`src/ocov_pkg.sv`:
```
// Shared types and constants for the online covariance accumulator.
// Used by every module of the block; depends on nothing else.
`default_nettype none

package ocov_pkg;

  // Sample counter width and fraction bits of the means.
  localparam int COUNT_BITS = 32;
  localparam int FRAC_BITS  = 16;

  // Fixed field widths of the ports.
  localparam int SAMPLE_W  = 16;
  localparam int MEAN_W    = 32;
  localparam int ACC_W     = 64;
  localparam int SPREAD_W  = 63;
  localparam int CNT_OUT_W = 32;

  // Derived datapath widths.
  localparam int XS_W       = SAMPLE_W + FRAC_BITS;
  localparam int MAG_W      = (XS_W > MEAN_W) ? XS_W : MEAN_W;
  localparam int DIFF_W     = MAG_W + 1;
  localparam int PROD_W     = 2 * MAG_W;
  localparam int SUM_W      = ((PROD_W > ACC_W) ? PROD_W : ACC_W) + 2;
  localparam int CNT_WIDE_W = (COUNT_BITS > CNT_OUT_W) ? COUNT_BITS : CNT_OUT_W;
  localparam int DIV_CNT_W  = $clog2(MAG_W + 1);

  // Multiply-phase step counter width and the value of its last step.
  localparam int MUL_CNT_W = 2;
  localparam logic [MUL_CNT_W-1:0] MUL_LAST = MUL_CNT_W'(3);

  // Input request: one sample pair.
  typedef struct packed {
    logic signed [SAMPLE_W-1:0] sample_x;
    logic signed [SAMPLE_W-1:0] sample_y;
  } in_t;

  // Result request: the updated running statistics.
  typedef struct packed {
    logic        [CNT_OUT_W-1:0] sample_count;
    logic signed [MEAN_W-1:0]    mean_of_x;
    logic signed [MEAN_W-1:0]    mean_of_y;
    logic signed [ACC_W-1:0]     cross_moment;
    logic        [SPREAD_W-1:0]  spread_of_x;
    logic        [SPREAD_W-1:0]  spread_of_y;
  } out_t;

  // Controller states.
  typedef enum logic [2:0] {
    ST_IDLE,
    ST_START,
    ST_DIV,
    ST_MEAN,
    ST_MUL,
    ST_COMMIT
  } state_t;

  // Which moment a multiply or accumulate step works on.
  typedef enum logic [1:0] {
    SEL_CROSS,
    SEL_SPX,
    SEL_SPY
  } mom_sel_t;

  // Commands from the controller to the datapath.
  typedef struct packed {
    logic     load;
    logic     div_start;
    logic     mean_load;
    logic     mul_en;
    mom_sel_t mul_sel;
    logic     acc_en;
    mom_sel_t acc_sel;
    logic     commit;
  } cmd_t;

  // Status from the datapath to the controller.
  typedef struct packed {
    logic div_done;
  } stat_t;

endpackage

`default_nettype wire

```
`src/online_covariance_accumulator.sv`:
```
// Online covariance accumulator: takes one signed 16-bit (x, y) pair per request
// and returns the updated Welford statistics: the saturating count, the Q16.16
// means of x and y, the Q32.32 cross co-moment and unsigned Q31.32 second moments.
// Each mean moves by its deviation divided by the new count, truncated toward zero.
// Requests are handled one at a time; each passes through the two radix-2 dividers,
// which produce one quotient bit per cycle, and then through the three products of
// one shared 32x32 multiplier. The next request is accepted while a result
// waits at the output, and is held at commit until that result is taken.
// Depends on ocov_pkg, ocov_ctrl, ocov_dp and ocov_div.
`default_nettype none

module online_covariance_accumulator import ocov_pkg::*; (
  input  wire logic clk,
  input  wire logic rst_n,
  input  wire logic in_valid,
  output logic      in_ready,
  input  wire in_t  in_data,
  output logic      out_valid,
  input  wire logic out_ready,
  output out_t      out_data
);

  cmd_t  cmd;
  stat_t stat;

  ocov_ctrl u_ctrl (
    .clk       (clk),
    .rst_n     (rst_n),
    .in_valid  (in_valid),
    .in_ready  (in_ready),
    .out_valid (out_valid),
    .out_ready (out_ready),
    .stat      (stat),
    .cmd       (cmd)
  );

  ocov_dp u_dp (
    .clk      (clk),
    .rst_n    (rst_n),
    .in_data  (in_data),
    .cmd      (cmd),
    .stat     (stat),
    .out_data (out_data)
  );

endmodule

`default_nettype wire

```
`src/ocov_div.sv`:
```
// Radix-2 restoring divider, one quotient bit per cycle, unsigned operands.
// Depends on ocov_pkg for the operand widths.
`default_nettype none

module ocov_div import ocov_pkg::*; (
  input  wire logic                  clk,
  input  wire logic                  rst_n,
  input  wire logic                  start,
  input  wire logic [MAG_W-1:0]      dividend,
  input  wire logic [COUNT_BITS-1:0] divisor,
  output logic      [MAG_W-1:0]      quotient,
  output logic                       busy
);

  logic                  busy_r;
  logic [DIV_CNT_W-1:0]  step_r;
  logic [MAG_W-1:0]      quo_r;
  logic [COUNT_BITS-1:0] rem_r;
  logic [COUNT_BITS:0]   trial;
  logic [COUNT_BITS:0]   diff;
  logic                  fits;

  // Shift the next dividend bit into the partial remainder and try a subtract.
  always_comb begin
    trial = {rem_r, quo_r[MAG_W-1]};
    diff  = trial - {1'b0, divisor};
    fits  = (trial >= {1'b0, divisor});
  end

  // Step counter and busy flag.
  always_ff @(posedge clk) begin
    if (!rst_n) begin
      busy_r <= 1'b0;
      step_r <= '0;
    end else if (start) begin
      busy_r <= 1'b1;
      step_r <= DIV_CNT_W'(MAG_W);
    end else if (busy_r) begin
      step_r <= step_r - DIV_CNT_W'(1);
      if (step_r == DIV_CNT_W'(1)) begin
        busy_r <= 1'b0;
      end
    end
  end

  // Quotient and remainder registers; the quotient shifts in from the right.
  always_ff @(posedge clk) begin
    if (start) begin
      quo_r <= dividend;
      rem_r <= '0;
    end else if (busy_r) begin
      rem_r <= fits ? diff[COUNT_BITS-1:0] : trial[COUNT_BITS-1:0];
      quo_r <= {quo_r[MAG_W-2:0], fits};
    end
  end

  assign quotient = quo_r;
  assign busy     = busy_r;

endmodule

`default_nettype wire

```
`src/ocov_dp.sv`:
```
// Datapath: running statistics, two dividers, shared multiplier and
// saturating accumulator. Depends on ocov_pkg and ocov_div.
`default_nettype none

module ocov_dp import ocov_pkg::*; (
  input  wire logic clk,
  input  wire logic rst_n,
  input  wire in_t  in_data,
  input  wire cmd_t cmd,
  output stat_t     stat,
  output out_t      out_data
);

  localparam int MSUM_W = DIFF_W + 1;
  localparam logic signed [MSUM_W-1:0] MEAN_HI =
    $signed({{(MSUM_W-MEAN_W+1){1'b0}}, {(MEAN_W-1){1'b1}}});
  localparam logic signed [MSUM_W-1:0] MEAN_LO =
    $signed({{(MSUM_W-MEAN_W+1){1'b1}}, {(MEAN_W-1){1'b0}}});
  localparam logic signed [SUM_W-1:0] ACC_HI =
    $signed({{(SUM_W-ACC_W+1){1'b0}}, {(ACC_W-1){1'b1}}});
  localparam logic signed [SUM_W-1:0] ACC_LO =
    $signed({{(SUM_W-ACC_W+1){1'b1}}, {(ACC_W-1){1'b0}}});

  function automatic logic signed [MEAN_W-1:0] clamp_mean(
    input logic signed [MSUM_W-1:0] v);
    logic signed [MEAN_W-1:0] r;
    if (v > MEAN_HI) begin
      r = MEAN_HI[MEAN_W-1:0];
    end else if (v < MEAN_LO) begin
      r = MEAN_LO[MEAN_W-1:0];
    end else begin
      r = v[MEAN_W-1:0];
    end
    return r;
  endfunction

  function automatic logic signed [ACC_W-1:0] clamp_acc(
    input logic signed [SUM_W-1:0] v);
    logic signed [ACC_W-1:0] r;
    if (v > ACC_HI) begin
      r = ACC_HI[ACC_W-1:0];
    end else if (v < ACC_LO) begin
      r = ACC_LO[ACC_W-1:0];
    end else begin
      r = v[ACC_W-1:0];
    end
    return r;
  endfunction

  // Committed statistics.
  logic        [COUNT_BITS-1:0] count_r;
  logic signed [MEAN_W-1:0]     mean_x_r, mean_y_r;
  logic signed [ACC_W-1:0]      cross_r;
  logic        [SPREAD_W-1:0]   spread_x_r, spread_y_r;

  // Per-request working registers.
  logic signed [XS_W-1:0]     xs_r, ys_r;
  logic signed [DIFF_W-1:0]   dx_r, dy_r;
  logic signed [MEAN_W-1:0]   nmx_r, nmy_r;
  logic        [PROD_W-1:0]   prod_r;
  logic                       neg_r;
  logic signed [ACC_W-1:0]    ncross_r;
  logic        [SPREAD_W-1:0] nspx_r, nspy_r;

  logic signed [XS_W-1:0]     xs_in, ys_in;
  logic signed [DIFF_W-1:0]   dx_in, dy_in;
  logic        [COUNT_BITS-1:0] count_new;
  logic signed [DIFF_W-1:0]   dx_abs, dy_abs;
  logic        [MAG_W-1:0]    qx, qy;
  logic                       busy_x, busy_y;
  logic signed [MSUM_W-1:0]   qx_w, qy_w, qx_s, qy_s, sum_x, sum_y;
  logic signed [DIFF_W-1:0]   a_op, b_op, a_abs, b_abs;
  logic        [MAG_W-1:0]    a_mag, b_mag;
  logic        [PROD_W-1:0]   prod_w;
  logic signed [ACC_W-1:0]    old_acc, acc_sat;
  logic signed [SUM_W-1:0]    prod_ext, acc_sum;
  logic        [SPREAD_W-1:0] spread_new;
  logic        [CNT_WIDE_W-1:0] cnt_wide;

  // Scale the samples and form the deviations from the old means.
  always_comb begin
    xs_in = $signed({in_data.sample_x, {FRAC_BITS{1'b0}}});
    ys_in = $signed({in_data.sample_y, {FRAC_BITS{1'b0}}});
    dx_in = DIFF_W'(xs_in) - DIFF_W'(mean_x_r);
    dy_in = DIFF_W'(ys_in) - DIFF_W'(mean_y_r);
  end

  // The count saturates at its all-ones value.
  assign count_new = (count_r == {COUNT_BITS{1'b1}}) ? count_r
                                                     : count_r + COUNT_BITS'(1);

  // Deviation magnitudes feed the dividers; the sign is applied afterwards.
  assign dx_abs = dx_r[DIFF_W-1] ? -dx_r : dx_r;
  assign dy_abs = dy_r[DIFF_W-1] ? -dy_r : dy_r;

  ocov_div u_div_x (
    .clk      (clk),
    .rst_n    (rst_n),
    .start    (cmd.div_start),
    .dividend (dx_abs[MAG_W-1:0]),
    .divisor  (count_new),
    .quotient (qx),
    .busy     (busy_x)
  );

  ocov_div u_div_y (
    .clk      (clk),
    .rst_n    (rst_n),
    .start    (cmd.div_start),
    .dividend (dy_abs[MAG_W-1:0]),
    .divisor  (count_new),
    .quotient (qy),
    .busy     (busy_y)
  );

  assign stat.div_done = !busy_x && !busy_y;

  // New means: old mean plus the signed quotient, clamped to 32 bits.
  always_comb begin
    qx_w  = $signed({{(MSUM_W-MAG_W){1'b0}}, qx});
    qy_w  = $signed({{(MSUM_W-MAG_W){1'b0}}, qy});
    qx_s  = dx_r[DIFF_W-1] ? -qx_w : qx_w;
    qy_s  = dy_r[DIFF_W-1] ? -qy_w : qy_w;
    sum_x = MSUM_W'(mean_x_r) + qx_s;
    sum_y = MSUM_W'(mean_y_r) + qy_s;
  end

  // Operand selection for the shared multiplier.
  always_comb begin
    case (cmd.mul_sel)
      SEL_CROSS: begin
        a_op = dx_r;
        b_op = DIFF_W'(ys_r) - DIFF_W'(nmy_r);
      end
      SEL_SPX: begin
        a_op = dx_r;
        b_op = DIFF_W'(xs_r) - DIFF_W'(nmx_r);
      end
      SEL_SPY: begin
        a_op = dy_r;
        b_op = DIFF_W'(ys_r) - DIFF_W'(nmy_r);
      end
      default: begin
        a_op = dx_r;
        b_op = dy_r;
      end
    endcase
    a_abs  = a_op[DIFF_W-1] ? -a_op : a_op;
    b_abs  = b_op[DIFF_W-1] ? -b_op : b_op;
    a_mag  = a_abs[MAG_W-1:0];
    b_mag  = b_abs[MAG_W-1:0];
    prod_w = a_mag * b_mag;
  end

  // Saturating add of the registered product into the selected moment.
  always_comb begin
    case (cmd.acc_sel)
      SEL_CROSS: old_acc = cross_r;
      SEL_SPX:   old_acc = $signed({1'b0, spread_x_r});
      SEL_SPY:   old_acc = $signed({1'b0, spread_y_r});
      default:   old_acc = cross_r;
    endcase
    prod_ext   = $signed({{(SUM_W-PROD_W){1'b0}}, prod_r});
    acc_sum    = neg_r ? SUM_W'(old_acc) - prod_ext : SUM_W'(old_acc) + prod_ext;
    acc_sat    = clamp_acc(acc_sum);
    spread_new = acc_sat[ACC_W-1] ? '0 : acc_sat[SPREAD_W-1:0];
  end

  // Working registers for one request.
  always_ff @(posedge clk) begin
    if (cmd.load) begin
      xs_r <= xs_in;
      ys_r <= ys_in;
      dx_r <= dx_in;
      dy_r <= dy_in;
    end
    if (cmd.mean_load) begin
      nmx_r <= clamp_mean(sum_x);
      nmy_r <= clamp_mean(sum_y);
    end
    if (cmd.mul_en) begin
      prod_r <= prod_w;
      neg_r  <= a_op[DIFF_W-1] ^ b_op[DIFF_W-1];
    end
    if (cmd.acc_en) begin
      case (cmd.acc_sel)
        SEL_CROSS: ncross_r <= acc_sat;
        SEL_SPX:   nspx_r   <= spread_new;
        SEL_SPY:   nspy_r   <= spread_new;
        default:   ncross_r <= ncross_r;
      endcase
    end
  end

  // Committed statistics update all at once when the result is issued.
  always_ff @(posedge clk) begin
    if (!rst_n) begin
      count_r    <= '0;
      mean_x_r   <= '0;
      mean_y_r   <= '0;
      cross_r    <= '0;
      spread_x_r <= '0;
      spread_y_r <= '0;
    end else if (cmd.commit) begin
      count_r    <= count_new;
      mean_x_r   <= nmx_r;
      mean_y_r   <= nmy_r;
      cross_r    <= ncross_r;
      spread_x_r <= nspx_r;
      spread_y_r <= nspy_r;
    end
  end

  // The committed statistics are the result payload.
  always_comb begin
    cnt_wide              = CNT_WIDE_W'(count_r);
    out_data.sample_count = (cnt_wide > CNT_WIDE_W'({CNT_OUT_W{1'b1}}))
                            ? {CNT_OUT_W{1'b1}} : cnt_wide[CNT_OUT_W-1:0];
    out_data.mean_of_x    = mean_x_r;
    out_data.mean_of_y    = mean_y_r;
    out_data.cross_moment = cross_r;
    out_data.spread_of_x  = spread_x_r;
    out_data.spread_of_y  = spread_y_r;
  end

endmodule

`default_nettype wire

```
`src/ocov_ctrl.sv`:
```
// Controller state machine: sequences load, divide, mean update,
// three multiply-accumulate steps and commit. Depends on ocov_pkg.
`default_nettype none

module ocov_ctrl import ocov_pkg::*; (
  input  wire logic  clk,
  input  wire logic  rst_n,
  input  wire logic  in_valid,
  output logic       in_ready,
  output logic       out_valid,
  input  wire logic  out_ready,
  input  wire stat_t stat,
  output cmd_t       cmd
);

  state_t                 state_r, state_nxt;
  logic [MUL_CNT_W-1:0]   cnt_r, cnt_nxt;
  logic                   out_valid_r, out_valid_nxt;

  // State, step counter and result valid flag.
  always_ff @(posedge clk) begin
    if (!rst_n) begin
      state_r     <= ST_IDLE;
      cnt_r       <= '0;
      out_valid_r <= 1'b0;
    end else begin
      state_r     <= state_nxt;
      cnt_r       <= cnt_nxt;
      out_valid_r <= out_valid_nxt;
    end
  end

  // Next state and commands.
  always_comb begin
    state_nxt = state_r;
    cnt_nxt   = cnt_r;
    in_ready  = 1'b0;
    cmd       = '0;
    cmd.mul_sel = SEL_CROSS;
    cmd.acc_sel = SEL_CROSS;
    case (state_r)
      ST_IDLE: begin
        in_ready = 1'b1;
        if (in_valid) begin
          cmd.load  = 1'b1;
          state_nxt = ST_START;
        end
      end
      ST_START: begin
        cmd.div_start = 1'b1;
        state_nxt     = ST_DIV;
      end
      ST_DIV: begin
        if (stat.div_done) begin
          state_nxt = ST_MEAN;
        end
      end
      ST_MEAN: begin
        cmd.mean_load = 1'b1;
        cnt_nxt       = '0;
        state_nxt     = ST_MUL;
      end
      ST_MUL: begin
        // Multiply step n overlaps the accumulate of step n-1.
        cmd.mul_en = (cnt_r != MUL_LAST);
        cmd.acc_en = (cnt_r != '0);
        if (cnt_r != MUL_LAST) begin
          cmd.mul_sel = mom_sel_t'(cnt_r);
        end
        if (cnt_r != '0) begin
          cmd.acc_sel = mom_sel_t'(cnt_r - MUL_CNT_W'(1));
        end
        cnt_nxt = cnt_r + MUL_CNT_W'(1);
        if (cnt_r == MUL_LAST) begin
          state_nxt = ST_COMMIT;
        end
      end
      ST_COMMIT: begin
        // Wait until the previous result has been taken.
        if (!out_valid_r || out_ready) begin
          cmd.commit = 1'b1;
          state_nxt  = ST_IDLE;
        end
      end
      default: begin
        state_nxt = ST_IDLE;
      end
    endcase
  end

  // Result valid is set on commit and cleared when the result is taken.
  always_comb begin
    if (cmd.commit) begin
      out_valid_nxt = 1'b1;
    end else if (out_ready) begin
      out_valid_nxt = 1'b0;
    end else begin
      out_valid_nxt = out_valid_r;
    end
  end

  assign out_valid = out_valid_r;

endmodule

`default_nettype wire

```
`config.mk`:
```
export PLATFORM = sky130hd
export DESIGN_NAME = online_covariance_accumulator
export DESIGN_NICKNAME = d
export VERILOG_FILES = /design/src/ocov_pkg.sv /design/src/online_covariance_accumulator.sv /design/src/ocov_div.sv /design/src/ocov_dp.sv /design/src/ocov_ctrl.sv
export SDC_FILE = /design/constraint.sdc
export NUM_CORES = 2
export LEC_CHECK = 0
export ABC_AREA = 0
export BUFFER_PORTS_ARGS = -buffer_cell sky130_fd_sc_hd__buf_2
export CORE_UTILIZATION = 50
export CTS_CLUSTER_DIAMETER = 100
export DETAILED_ROUTE_END_ITERATION = 6
export PLACE_DENSITY = 0.69
export RECOVER_POWER = 100
export SLEW_MARGIN = 20
export SYNTH_ARGS = -nofsm -noshare
export SYNTH_HDL_FRONTEND = slang
export SYNTH_SLANG_ARGS = --single-unit
export TNS_END_PERCENT = 100
```
`constraint.sdc`:
```
create_clock -name clk -period 11.43 [get_ports clk]
set_clock_uncertainty 0.2 [all_clocks]
set_input_delay 1.143 -clock clk [delete_from_list [all_inputs] [get_ports clk]]
set_output_delay 1.143 -clock clk [all_outputs]
set_load 0.1 [all_outputs]
```
==> reports/metrics.cfg <==
[yosys]
ys_warn_count = 0
yosys.area.top_type = fa_1
seq_area_frac_synth = 0.255
synth-edff-count = 481
yosys_register_bits = 851
postSynthCellCount = 9696
netlist_area_um2 = 85600
synthesis.nets = 11200
synth_ff_type = edfxtp_1
ys_top_cells_by_area = fa_1 (21%), edfxtp_1 (17%), dfxtp_1 (8.7%), ha_1 (8.0%), nand2_1 (7.3%)
async_reset_ff_frac = 0
synth.top_cell.area_share = 0.211
ys_types = 109
syn_area_per_cell_um2 = 8.83

[route]
vias = 72200
wl_um = 274000
drt_iter0_drc = 6250
ant_nets = 0
wl_per_cell_um = 22.0
drc = 0
routed_via_density = 5.80
drt-pass1-iter-count = 6

[critical_path]
r2r_cells = 39
end_kind = flip-flop
crit_path_start_kind = flip-flop
critical_path_class = flip-flop to flip-flop
cp_num_buf_inv = 6
cp_max_fo = 5
r2r_start = u_dp.nmx_r[1]$_SDFFCE_PN1N_
r2r_slack_ns = 0.27
crit_path_max_incr_delay_ns = 0.57
cp_slowest_cell = fa_1
worstPathRequired_ns = 11.72
crit_family = adder cells
cpMostUsedCell = fa_1
arrival_ns = 11.45
r2r_end = u_dp.prod_r[63]$_DFFE_PP_

[layout]
regArea_um2 = 21900
multi_input_area_um2 = 58400
final_area_um2 = 96600
final_cell_mix = nand2_1 (1668), inv_1 (1172), fa_1 (890)
drive_gt1_frac = 0.0864
nFillCells = 15200
syn2layout_area_growth_pct = 12.8
nets = 11600
stdcell_count = 12400
layout_commonest_cell = nand2_1

[place]
dp_cells = 12200
portBuffers = 323
post-dp-hpwl_um = 214000
gp_congestion = 1.01
place_area_um2 = 92700

[timing]
fin_crit_sh = 0.976
final.setup.tns_ns = 0
hold_ws_ns = 0.282
slew_violations = 944
rsz0062_at_grt = true
finalCriticalPeriod_ns = 11.16
fmax_mhz = 89.6
maxSlewHeadroom = -2.22
hold_viol = 0
worst_pin_slew_ns = 4.84
setup_viol = 0

[clocking]
numClockSinks = 851
htree_levels = 3
cts-root-buf = clkbuf_16
clk_pin_slew_worst_paths_ns = 0.06
clock_path_buffers = 3
cts_tree = done
worst_skew_pair.late_latency_ns = 0.77
numCtsBuffers = 96

[flow_run]
drv_cap = 16

[grt]
grt_pass1_vias = 71600
grt.overflow.total = 0
grt_start_max_net_pins = 190
antenna_found_initial = 4
grtUsageTotal = 0.312
grt_first_pass_wirelength_um = 420000

[min_path]
min-delay-start = u_dp.spread_x_r[51]$_SDFFE_PN0P_
min_to = u_dp.spread_x_r[51]$_SDFFE_PN0P_
hold_class = flip-flop to flip-flop
holdPathStages = 2

[floorplanning]
fp-row-count = 151
die_x_um = 416
initial_utilization = 0.505
num_io_pins = 324
die_h_um = 416
die-area_um2 = 173000
fp.coreArea_um2 = 170000

[run_status]
status = complete, but fails checks
violations = max-capacitance violations, max-slew violations

## Yosys cell counts, types with 114 or more instances
cell / instances
a21oi_1: 520
inv_1: 1176
xor2_1: 247
o21ai_0: 501
clkbuf_1: 448
and2_1: 216
fa_1: 901
a21o_1: 171
edfxtp_1: 481
nand2_1: 1672
ha_1: 545
dfxtp_1: 370
nor3_1: 114
xnor2_1: 409
nor2_1: 473
a21boi_0: 276
## final cells by class
type / count / share of cell area
clock buffer: 136 / 0.0289
antenna: 1 / 0.0000259
multi-input combinational: 7166 / 0.605
sequential: 851 / 0.226
inverter: 1177 / 0.0457
clock inverter: 46 / 0.00475
tap: 2218 / 0.0287
timing repair buffer: 853 / 0.0604
## worst max-delay path by stage
stage                                   start                        end  cells after the start
2_1_floorplan  u_ctrl.state_r[0]$_SDFFE_PN0P_  u_dp.prod_r[55]$_DFFE_PP_                     45
3_5_place_dp     u_dp.nmy_r[19]$_SDFFCE_PN1N_  u_dp.prod_r[55]$_DFFE_PP_                     43
4_1_cts           u_dp.nmx_r[0]$_SDFFCE_PN1N_  u_dp.prod_r[63]$_DFFE_PP_                     36
6_report          u_dp.nmx_r[1]$_SDFFCE_PN1N_  u_dp.prod_r[63]$_DFFE_PP_                     39
3_3_place_gp     u_dp.nmy_r[19]$_SDFFCE_PN1N_  u_dp.prod_r[55]$_DFFE_PP_                     44
5_1_grt           u_dp.nmx_r[1]$_SDFFCE_PN1N_  u_dp.prod_r[60]$_DFFE_PP_                     50
## cells by family (layout without fill, tap and decap cells)
group | after synthesis | count (layout) | synth area share
simple gates | 3006 | 3006 | 0.157
compound gates | 1979 | 1979 | 0.146
buf+inv | 1679 | 2212 | 0.0743
fa+ha+maj | 1446 | 1446 | 0.290
flops | 851 | 851 | 0.255
xor+xnor | 659 | 659 | 0.0678
mux | 76 | 76 | 0.00894
other cells | 0 | 1 | 0
## timing repair
action                     4_1_cts  5_1_grt
gates cloned                     0        4
hold buffers                     0        0
pin swaps                        3      107
resized for setup               15      141
setup endpoints to repair       16       29
buffers inserted                 0       34
## stage by stage
step                      utilization  setup WS, ns
after floorplan                     -        0.0756
after global placement          0.547        -0.216
after detailed placement        0.547        -0.354
after CTS                       0.566       0.00918
after global routing            0.569        -0.104
final                           0.569         0.273
## registers in the layout (all words and copies together), names as in the netlist, 2 cells and up
register and cells:
u_ctrl.cnt_r 2, u_ctrl.state_r 3, u_dp.cnt_wide 32, u_dp.cross_r 64, u_dp.dx_r 33, u_dp.dy_r 33
u_dp.mean_x_r 32, u_dp.mean_y_r 32, u_dp.ncross_r 64, u_dp.nmx_r 32, u_dp.nmy_r 32, u_dp.nspx_r 63
u_dp.nspy_r 63, u_dp.prod_r 64, u_dp.spread_x_r 63, u_dp.spread_y_r 63, u_dp.u_div_x.quotient 32, u_dp.u_div_x.rem_r 32
u_dp.u_div_x.step_r 6, u_dp.u_div_y.quotient 32, u_dp.u_div_y.rem_r 32, u_dp.u_div_y.step_r 6, u_dp.xs_r 16, u_dp.ys_r 16
## routing by layer
metal,wire (µm),track usage,vias to the layer above
met5,0,0,-
met1,116000,0.428,35800
li1,-,-,32900
met3,20700,0.0422,508
met2,127000,0.506,2955
met4,10800,0.111,0
## worst min-delay path: stages (launching register included)
cell	delay (ns)
dfxtp_1	0.32
nand2_1	0.05
a21boi_0	0.06
Power is left out: the tool's default activity adds up to more than one toggle a clock period on the data nets, which glitch-free logic cannot reach.
